## config.mk

```make
export PLATFORM = sky130hd
export DESIGN_NAME = ptfb_queue
export DESIGN_NICKNAME = d
export VERILOG_FILES = /design/src/rtl/ptfb_pkg.sv /design/src/rtl/ptfb_queue.sv
export SDC_FILE = /design/constraint.sdc
export NUM_CORES = 1
export LEC_CHECK = 0
export BUFFER_PORTS_ARGS = -buffer_cell sky130_fd_sc_hd__buf_2
export CORE_MARGIN = 3
export CORE_UTILIZATION = 46
export DETAILED_ROUTE_END_ITERATION = 6
export PLACE_DENSITY = 0.71
export SLEW_MARGIN = 20
export SYNTH_ARGS = -nofsm -noshare
export SYNTH_HDL_FRONTEND = slang
export SYNTH_SLANG_ARGS = --single-unit
```

## constraint.sdc

```tcl
create_clock -name i_clk -period 2.38 [get_ports i_clk]
set_input_delay 0.476 -clock i_clk [delete_from_list [all_inputs] [get_ports i_clk]]
set_output_delay 0.476 -clock i_clk [all_outputs]
set_load 0.05 [all_outputs]
```

## src/rtl/ptfb_pkg.sv

```systemverilog
// ----------------------------------------------------------------------------
// ptfb_pkg
// Shared types, constants and helper functions for the per-thread FIFO bank.
// ----------------------------------------------------------------------------
package ptfb_pkg;

    // Default sizing of the bank
    localparam int NUM_QUEUES_DEF  = 8;
    localparam int QUEUE_DEPTH_DEF = 64;
    localparam int DATA_WIDTH_DEF  = 32;

    // Fixed field widths
    localparam int CMD_W    = 2;
    localparam int THREAD_W = 16;
    localparam int VALUE_W  = 32;
    localparam int CFG_W    = 4;

    // Active queue count after reset
    localparam logic [CFG_W-1:0] ACTIVE_RESET = CFG_W'(8);

    // Modulo unit works on one thread-id digit of CFG_W bits per cycle
    localparam int DIGITS = THREAD_W / CFG_W;

    // Entries of the job queue between front and back
    localparam int JOBQ_DEPTH = 2;

    // Request commands
    typedef enum logic [CMD_W-1:0] {
        CMD_INSERT    = 2'd0,
        CMD_REMOVE    = 2'd1,
        CMD_QUERY_Q   = 2'd2,
        CMD_QUERY_ALL = 2'd3
    } t_cmd;

    // Index width for an array of n entries (at least one bit)
    function automatic int idx_w(input int n);
        return (n > 1) ? $clog2(n) : 1;
    endfunction

    // Width of a counter that holds 0..n
    function automatic int cnt_w(input int n);
        return $clog2(n + 1);
    endfunction

    // Number of queues really in use: zero acts as one, saturate at nq
    function automatic logic [CFG_W-1:0] eff_count(input logic [CFG_W-1:0] a,
                                                   input int nq);
        if (a == '0) begin
            return CFG_W'(1);
        end
        if (int'(a) > nq) begin
            return CFG_W'(nq);
        end
        return a;
    endfunction

endpackage

```

## src/rtl/ptfb_queue.sv

```systemverilog
// ----------------------------------------------------------------------------
// ptfb_queue
// Short register FIFO that decouples the front end from the back end.
// ----------------------------------------------------------------------------
module ptfb_queue #(
    parameter int WIDTH = 8,
    parameter int DEPTH = ptfb_pkg::JOBQ_DEPTH
) (
    input  logic              i_clk,
    input  logic              i_rst_n,
    input  logic              i_push,
    input  logic [WIDTH-1:0]  i_data,
    output logic              o_full,
    output logic              o_valid,
    input  logic              i_pop,
    output logic [WIDTH-1:0]  o_data
);
    import ptfb_pkg::*;

    localparam int PTW = idx_w(DEPTH);
    localparam int CNW = cnt_w(DEPTH);

    logic [WIDTH-1:0] r_mem [DEPTH];
    logic [PTW-1:0]   r_wr, r_rd;
    logic [CNW-1:0]   r_cnt;
    logic             do_push, do_pop;

    assign o_full  = (r_cnt == CNW'(DEPTH));
    assign o_valid = (r_cnt != '0);
    assign o_data  = r_mem[r_rd];
    assign do_push = i_push && !o_full;
    assign do_pop  = i_pop && o_valid;

    // Pointers and fill count
    always_ff @(posedge i_clk) begin
        if (!i_rst_n) begin
            r_wr  <= '0;
            r_rd  <= '0;
            r_cnt <= '0;
        end else begin
            if (do_push) begin
                r_wr <= (r_wr == PTW'(DEPTH - 1)) ? '0 : r_wr + 1'b1;
            end
            if (do_pop) begin
                r_rd <= (r_rd == PTW'(DEPTH - 1)) ? '0 : r_rd + 1'b1;
            end
            case ({do_push, do_pop})
                2'b10:   r_cnt <= r_cnt + 1'b1;
                2'b01:   r_cnt <= r_cnt - 1'b1;
                default: r_cnt <= r_cnt;
            endcase
        end
    end

    // Entry storage
    always_ff @(posedge i_clk) begin
        if (do_push) begin
            r_mem[r_wr] <= i_data;
        end
    end

endmodule

```

==> flow_summary.ini <==
[die]
die_w_um = 48.0
initial_core_util = 0.516
die_h_um = 48.0
rows = 14
core_area_um2 = 1580
dieArea_um2 = 2310
io_pins = 22

[route]
drt-met1-wl_um = 553
drt-initial-drc-count = 4
dr.pass1.iters = 4
vias = 444
routed_wl_mm = 1.16
drc = 0
wl_met3_um = 45
routedWlPerCell_um = 12.8
via_per_inst = 4.88
route.met2.wl_um = 564
drt.antenna.violating_nets = 0
top_layer = met3

[clocking]
hold_buffers = 0
cts_setup_buffers = 0
clock-sinks = 21
clock_path_buffers = 2
cts.clk_slew.worst_paths_ns = 0.11
h-tree-depth = 1
numCtsBuffers = 3
cts_root_buffer = clkbuf_4
clock_latency_ns = 0.29
cts_tree = done
cts-resized-gates = 0

[worst_setup_path]
required_ns = 1.90
worst-setup-path-type = reg2out
cp-start-kind = register
slowest_delay_ns = 0.54
cp-end-kind = output pin
slowest_stage = dfxtp_1
crit_path_cell_trace = mux2_2 > buf_2
r2r_slack_ns = 0.86
arrival_ns = 1.41
path_max_fanout = 8

[synthesis]
synth_cell_type_count = 18
synth_top_family_by_area = multiplexers
ys_seq_area_frac = 0.714
synth_nets = 64
ys_seq_elements = 21
synthArstFlopShare = 0
synth_compound_area_frac = 0.0400
synth_top_area_frac = 0.591
synth_area_um2 = 813
synth.cells.most_frequent = edfxtp_1 (16), mux2_2 (8), dfxtp_1 (5), xnor2_1 (3)
muxShareOfSynthArea = 0.111
synth_fa_ha_area_frac = 0.0154
synth_xor_xnor_area_share = 0.0323
synth_cells = 51
synthMostInstantiatedCell = edfxtp_1
ys.flop_type = edfxtp_1
synth_edf_count = 16
yosys_warnings = 0
synth_area_leader_cell = edfxtp_1
synth_area_per_cell_um2 = 15.9
synth-simple-area-share = 0.0692
synthTopCellsByArea = edfxtp_1 (59%), dfxtp_1 (12%), mux2_2 (11%)

[sta]
setup_viol = 0
setup_tns_ns = 0
finClkSkew_ns = 0.00202
slew_violations = 0
rsz0062_at_grt = false
hold_viol = 0
slew_headroom = 0.738
max_freq_ghz = 0.529
tightest_slew_ns = 0.393
fin_crit_ns = 1.89
fin_crit_sh = 0.794

[global_routing]
overflow = 0
track_usage = 0.111
antenna_found_initial = 0
first_global_vias = 429
grt_pass1_wl_mm = 1.70
grt_max_degree = 13

[place]
place_congestion = 0.629
numPortBuffers = 21
place_area_um2 = 935
hpwl_um = 878

[job]
drv_cap = 0

[hold_path]
hold_class = in2reg

[finish]
final_net_count = 89
final_cell_area_um2 = 962
diodes = 0
area_growth_pct = 18.3
drive_gt1_frac = 0.480

[power_and_ir_drop]
power.density_nw_per_um2 = 1260
ir_worst_vdd_uv = 600
p_leak_nw = 0.390

[status]
outcome = complete, no violations
-- critical path: cells and delay by family (launching register included) --
| kind | cells | cell delay, ns |
|---|---|---|
| DFF | 1 | 0.54 |
| buffers and inverters | 1 | 0.21 |
| muxes | 1 | 0.38 |
-- stage by stage --
stage / worst slack, ns / std cells / total power [mW] / hold slack, ns / util
global placement: 0.786 / 87 / 1.06 / 0.477 / 0.593
CTS: 0.449 / 91 / 1.23 / 0.353 / 0.610
detailed placement: 0.772 / 87 / 1.06 / 0.481 / 0.593
floorplan: 0.852 / 51 / 0.962 / 0.457 / -
global route: 0.409 / 91 / 1.28 / 0.342 / 0.610
finish: 0.490 / 91 / 1.21 / 0.363 / 0.610
-- cell families after synthesis --
family	after synthesis
AOI/OAI and AO/OA	5
xor gates and xnor gates	3
adders and majority gates	1
buffers and inverters	4
DFF	21
muxes	8
and+or+nand+nor	9
-- report_power, final --
part | total [mW] | internal, mW | switching, mW | leakage (nW)
sequential | 0.522 | 0.472 | 0.0502 | 0.191
combinational | 0.526 | 0.177 | 0.349 | 0.181
clock | 0.163 | 0.0624 | 0.101 | 0.0177
-- cell usage in the layout (no fill, tap or decap) --
cell type / netlist / routed
buf_2: 0 / 21
edfxtp_1: 16 / 16
mux2_2: 8 / 8
dfxtp_1: 5 / 5
xnor2_1: 3 / 3
clkbuf_4: 0 / 3
nor2b_1: 2 / 2
inv_1: 2 / 2
or3_1: 2 / 2
o21ai_0: 2 / 2
a21boi_1: 2 / 2
o21a_1: 1 / 1
nand2b_2: 1 / 1
nand2_1: 1 / 1
inv_2: 1 / 1
or2_2: 1 / 1
and3_1: 1 / 1
and2_1: 1 / 1
ha_1: 1 / 1
clkinv_2: 0 / 1
-- cell type report --
type                            count  area, um^2
Clock inverter                      1        5.00
Sequential cell                    21         581
Fill cell                         132         614
Tap cell                           16        20.0
Multi-Input combinational cell     26         218
Inverter                            3        11.3
Clock buffer                        3        22.5
Timing Repair Buffer               21         105
-- worst paths after layout --
check	startpoint	endpoint	cells past startpoint
min reg2reg	r_wr	r_wr	2
max	register	o_data[5]	2
max reg2reg	r_cnt[0]	r_mem[0][6]	4
min	i_data[7]	r_mem[0][7]	1
-- state kept, by name, indices dropped and copies added (netlist names), named ones only --
signal and flops:
r_cnt 2, r_mem 16, r_wr 1, r_rd 1
-- metal layers --
metal | vias up | global-route usage
met3 | 0 | 0.0338
met5 | - | 0
met2 | 11 | 0.190
li1 | 231 | -
met4 | 0 | 0.0484
met1 | 202 | 0.127
Note: power is estimated with default switching activity, not from simulation.
