File: src/rtl/ptfb_pkg.sv
// ----------------------------------------------------------------------------
// ptfb_pkg
// Shared types, constants and helper functions for the per-thread FIFO bank.
// ----------------------------------------------------------------------------
package ptfb_pkg;

    // Default sizing of the bank
    localparam int NUM_QUEUES_DEF  = 8;
    localparam int QUEUE_DEPTH_DEF = 64;
    localparam int DATA_WIDTH_DEF  = 32;

    // Fixed field widths
    localparam int CMD_W    = 2;
    localparam int THREAD_W = 16;
    localparam int VALUE_W  = 32;
    localparam int CFG_W    = 4;

    // Active queue count after reset
    localparam logic [CFG_W-1:0] ACTIVE_RESET = CFG_W'(8);

    // Modulo unit works on one thread-id digit of CFG_W bits per cycle
    localparam int DIGITS = THREAD_W / CFG_W;

    // Entries of the job queue between front and back
    localparam int JOBQ_DEPTH = 2;

    // Request commands
    typedef enum logic [CMD_W-1:0] {
        CMD_INSERT    = 2'd0,
        CMD_REMOVE    = 2'd1,
        CMD_QUERY_Q   = 2'd2,
        CMD_QUERY_ALL = 2'd3
    } t_cmd;

    // Index width for an array of n entries (at least one bit)
    function automatic int idx_w(input int n);
        return (n > 1) ? $clog2(n) : 1;
    endfunction

    // Width of a counter that holds 0..n
    function automatic int cnt_w(input int n);
        return $clog2(n + 1);
    endfunction

    // Number of queues really in use: zero acts as one, saturate at nq
    function automatic logic [CFG_W-1:0] eff_count(input logic [CFG_W-1:0] a,
                                                   input int nq);
        if (a == '0) begin
            return CFG_W'(1);
        end
        if (int'(a) > nq) begin
            return CFG_W'(nq);
        end
        return a;
    endfunction

endpackage

File: src/rtl/ptfb_front.sv
// ----------------------------------------------------------------------------
// ptfb_front
// Request front end: accepts a transaction, reduces the thread id modulo the
// active queue count one digit per cycle, then hands a job to the job queue.
// ----------------------------------------------------------------------------
module ptfb_front #(
    parameter int NUM_QUEUES = ptfb_pkg::NUM_QUEUES_DEF,
    parameter int DATA_WIDTH = ptfb_pkg::DATA_WIDTH_DEF
) (
    input  logic                                     i_clk,
    input  logic                                     i_rst_n,
    // request channel
    input  logic                                     i_in_valid,
    output logic                                     o_in_stall,
    input  logic [ptfb_pkg::CMD_W-1:0]               i_command,
    input  logic [ptfb_pkg::THREAD_W-1:0]            i_thread_id,
    input  logic [ptfb_pkg::VALUE_W-1:0]             i_item_value,
    // active queue count
    input  logic [ptfb_pkg::CFG_W-1:0]               i_eff,
    // job output
    output logic                                     o_push,
    input  logic                                     i_full,
    output ptfb_pkg::t_cmd                           o_cmd,
    output logic [ptfb_pkg::idx_w(NUM_QUEUES)-1:0]   o_q,
    output logic [DATA_WIDTH-1:0]                    o_value
);
    import ptfb_pkg::*;

    localparam int QIW   = idx_w(NUM_QUEUES);
    localparam int DIG_W = idx_w(DIGITS);
    localparam int XW    = 2 * CFG_W;

    typedef enum logic [2:0] {
        F_IDLE = 3'b001,
        F_DIV  = 3'b010,
        F_PUSH = 3'b100
    } t_fstate;

    t_fstate                r_state, n_state;
    logic [DIG_W-1:0]       r_dig,   n_dig;
    logic [THREAD_W-1:0]    r_tid,   n_tid;
    logic [CFG_W-1:0]       r_rem,   n_rem;
    t_cmd                   r_cmd,   n_cmd;
    logic [DATA_WIDTH-1:0]  r_val,   n_val;

    logic                   accept;
    logic [XW-1:0]          x;

    // Stall: free when idle, or when the finished job leaves this cycle
    always_comb begin
        case (r_state)
            F_IDLE:  o_in_stall = 1'b0;
            F_PUSH:  o_in_stall = i_full;
            default: o_in_stall = 1'b1;
        endcase
    end

    assign accept = i_in_valid && !o_in_stall;

    // One modulo digit: restoring reduction of {rem, digit} by the count
    always_comb begin
        x = {r_rem, r_tid[THREAD_W-1 -: CFG_W]};
        for (int k = CFG_W - 1; k >= 0; k--) begin
            if (x >= (XW'(i_eff) << k)) begin
                x = x - (XW'(i_eff) << k);
            end
        end
    end

    // Next state
    always_comb begin
        n_state = r_state;
        n_dig   = r_dig;
        n_tid   = r_tid;
        n_rem   = r_rem;
        n_cmd   = r_cmd;
        n_val   = r_val;
        case (r_state)
            F_IDLE: begin
            end
            F_DIV: begin
                n_rem = x[CFG_W-1:0];
                n_tid = r_tid << CFG_W;
                if (r_dig == DIG_W'(DIGITS - 1)) begin
                    n_state = F_PUSH;
                end else begin
                    n_dig = r_dig + 1'b1;
                end
            end
            F_PUSH: begin
                if (!i_full) begin
                    n_state = F_IDLE;
                end
            end
            default: n_state = F_IDLE;
        endcase
        if (accept) begin
            n_cmd   = t_cmd'(i_command);
            n_val   = DATA_WIDTH'(i_item_value);
            n_tid   = i_thread_id;
            n_rem   = '0;
            n_dig   = '0;
            n_state = F_DIV;
        end
    end

    // Control registers
    always_ff @(posedge i_clk) begin
        if (!i_rst_n) begin
            r_state <= F_IDLE;
            r_dig   <= '0;
        end else begin
            r_state <= n_state;
            r_dig   <= n_dig;
        end
    end

    // Payload registers
    always_ff @(posedge i_clk) begin
        r_tid <= n_tid;
        r_rem <= n_rem;
        r_cmd <= n_cmd;
        r_val <= n_val;
    end

    assign o_push  = (r_state == F_PUSH) && !i_full;
    assign o_cmd   = r_cmd;
    assign o_q     = QIW'(r_rem);
    assign o_value = r_val;

endmodule

File: config.mk
export PLATFORM = sky130hd
export DESIGN_NAME = ptfb_front
export DESIGN_NICKNAME = d
export VERILOG_FILES = /design/src/rtl/ptfb_pkg.sv /design/src/rtl/ptfb_front.sv
export SDC_FILE = /design/constraint.sdc
export NUM_CORES = 1
export LEC_CHECK = 0
export BUFFER_PORTS_ARGS = -buffer_cell sky130_fd_sc_hd__buf_2
export CORE_MARGIN = 2
export CORE_UTILIZATION = 44
export DETAILED_ROUTE_END_ITERATION = 16
export HOLD_SLACK_MARGIN = 0.12
export PLACE_DENSITY = 0.73
export SYNTH_ARGS = -nofsm -noshare
export SYNTH_HDL_FRONTEND = slang
export SYNTH_SLANG_ARGS = --single-unit
File: constraint.sdc
create_clock -name i_clk -period 6.6 [get_ports i_clk]
set_input_delay 0.99 -clock i_clk [delete_from_list [all_inputs] [get_ports i_clk]]
set_output_delay 0.99 -clock i_clk [all_outputs]
set_load 0.01 [all_outputs]
==> flow_summary.toml <==
[outcome]
outcome = "complete, no violations"

[synth]
synth_area_mm2 = 0.003187
ys_seq_area_frac = 0.5277
syn_inst = 261
synth_top_area_share = 0.4711
synth_cell_type_count = 55
synth_edf_count = 50
syn_area_per_cell_um2 = 12.21
yosysWarningCount = 0
synth_fp_nets = 340
synthArstFlopShare = 0
synth_top_cell_by_area = "edfxtp_1"
synthFlopType = "edfxtp_1"
synth-seq-cells = 59
ys_top_cells_by_area = "edfxtp_1 47%, ha_1 6.7%, dfxtp_1 5.7%"

[sta]
finalCritPeriodShare = 0.9500
holdWs_ns = 0.4886
min_period_ns = 6.270
tightest_slew_ns = 1.108
fin_skew_ns = 0.006424
slew_violations = 0
setup_viol = 0
hold_viol_final = 0
max_slew_margin = 0.2615
setup-tns-final_ns = 0
max_clock_freq_mhz = 159.5

[route]
wirelength_um = 7416
drc = 0
dr_total_vias = 2520
wire_per_inst_um = 15.29
dr.pass1.iters = 4
dr.first_iter.drc_count = 165
drtAntennaViolNets = 0
vias_per_cell = 5.196

[critical_path]
cp_slowest_stage_delay_ns = 0.49
path_max_fanout = 5
criticalPathCategory = "primary input to flip-flop"
critPathRequiredTime_ns = 6.83
crit_arrival_ns = 6.50
path_buf_inv = 2
cp_common_cell = "a21o_1"
path_delay_family = "compound AO/OA/AOI/OAI gates"
end_kind = "flip-flop"
crit_path_start_kind = "primary input"
critPathSlowestCell = "or4b_4"

[final_layout]
num_antenna_cells = 0
final_nets = 460
drive_gt1_frac = 0.4275
nFillCells = 611
finalInstanceArea_mm2 = 0.004199
utilization = 0.5884
area_growth_pct = 31.76

[placement]
dpl_cell_area_mm2 = 0.003900
port_buffers = 96
hpwl_um = 5675
gp_congestion = 0.9146

[cts]
clk_path_buf_depth = 2
ctsHtreeMaxLevel = 3
cts_inserted_buffers = 9
clkTransAtPathRegs_ns = 0.06
hold_buffers = 0
cts_tree = "built"
clk_latency_ns = 0.34
root_buffer = "clkbuf_8"
numClockSinks = 59

[floorplanning]
std_cell_rows = 31
io_pins = 97
die_y_um = 89.11
start_util = 0.4465
fp.dieW_um = 89.11
fp.dieArea_mm2 = 0.007940
core_area_mm2 = 0.007137

[pwr]
p_leak_nw = 1.876
p_per_area_mw_per_mm2 = 548.7
ir_drop_mv = 0.3104

[grt]
grt_pass1_wl_um = 11300
antenna_found_initial = 0
gr-usage-met1 = 0.2442
met2_usage = 0.2997
grt_use_total = 0.1906
gr-total-overflow = 0
grt_max_degree = 50
grt_pass1_vias = 2469
grtUsageMet3 = 0.04986
top_usage_layer = "met2"

[flow_run]
maxCapViolCount = 0

[hold_path]
min_path_type = "flip-flop to flip-flop"
## per-layer routing
layer,share of wire,vias to the layer above,wire (um)
li1,-,1227,-
met1,0.41,1190,3020
met2,0.50,86,3713
met3,0.063,17,465
met4,0.029,0,216
met5,0,-,0
## timing repair
action / 4_1_cts / 5_1_grt
setup buffers: 0 / 1
setup endpoints to repair: 0 / 4
resized for setup: 0 / 12
endpoints found under the hold margin: 0 / 0
## power breakdown
| group | internal (mW) | switching [mW] | leakage [nW] |
|---|---|---|---|
| sequential | 0.446 | 0.0240 | 0.552 |
| clock | 0.250 | 0.145 | 0.117 |
| combinational | 0.687 | 0.752 | 1.21 |
| total | 1.38 | 0.920 | 1.88 |
## through the flow
stage / total power [mW] / std cells / setup slack [ns]
after global routing: 2.482 / 485 / -0.03857
after floorplan: 1.450 / 261 / 0.002705
after detailed placement: 1.818 / 468 / -0.1901
final: 2.304 / 485 / 0.3302
after CTS: 2.220 / 484 / 0.1426
after global placement: 1.769 / 468 / -0.06552
## flip-flops by register name, summed over array words and instances (netlist names)
register,flops
o_cmd,2
r_rem,4
o_value,32
r_state,3
r_tid,16
r_dig,2
## cell families (layout without fill, tap and decap cells)
kind of cell,after synthesis,after routing,synth area share
buf+inv,26,151,0.03455
compound gates,61,61,0.1406
mux,20,20,0.06989
simple gates,66,66,0.1135
xor+xnor,8,8,0.02199
fa+ha+maj,21,21,0.09187
flops,59,59,0.5277
## synthesized netlist by cell type (2+ instances only)
master	count
edfxtp_1	50
inv_1	19
ha_1	17
mux2_2	14
nor2_1	13
o21ai_0	11
a21oi_1	10
nand2_1	10
dfxtp_1	9
a21o_1	7
and3_1	7
nand3_1	6
nor3_1	6
mux2i_1	5
xnor2_1	5
and2_1	4
fa_1	4
nand2b_1	4
o21a_1	4
or3_1	4
a211o_1	3
a32oi_1	3
buf_4	3
clkbuf_1	3
nor2b_1	3
xor2_1	3
a221o_1	2
nand4_1	2
o2111ai_1	2
o211a_1	2
o211ai_1	2
## placed cells by master (no fill, tap or decap), drive strengths merged, types with 3 or more instances in the layout
master and n:
nor2b 3, o21a 4, a32oi 3, a211o 3, buf 116, inv 20
and3 7, ha 17, a21o 7, or3 4, clkbuf 9, nand3 6
mux2i 5, nor3 7, nand2 10, and2 4, xnor2 5, edfxtp 50
nand2b 4, nor2 13, dfxtp 9, bufinv 3, xor2 3, fa 4
a21oi 12, mux2 15, o21ai 13
## path summary, 6_finish.rpt
kind              from        to  slack, ns  cells after the start
max reg2reg  r_tid[15]  r_rem[3]       0.66                     28
max           i_eff[0]  r_rem[3]       0.33                     28
min           r_dig[1]  r_dig[1]       0.49                      2
min reg2reg   r_dig[1]  r_dig[1]       0.49                      2
## worst reg2reg max path, delay by kind of cell (launching register included)
family	cells	cell delay, ns
AOI/OAI and AO/OA	12	2.07
and+or+nand+nor	9	1.64
adders and majority gates	4	1.25
DFF	1	0.38
muxes	1	0.38
buffers and inverters	2	0.12
## layout make-up
type | instances | area, um^2 | share of cell area
repair buffers | 116 | 630.6 | 0.1502
multi-input cells | 176 | 1453 | 0.3459
flip-flops and latches | 59 | 1682 | 0.4005
clock inverters | 7 | 115.1 | 0.02741
clock buffers | 9 | 123.9 | 0.02950
well taps | 99 | 123.9 | 0.02950
inverters | 19 | 71.32 | 0.01698
No activity file was read; power rests on OpenSTA's default activity.
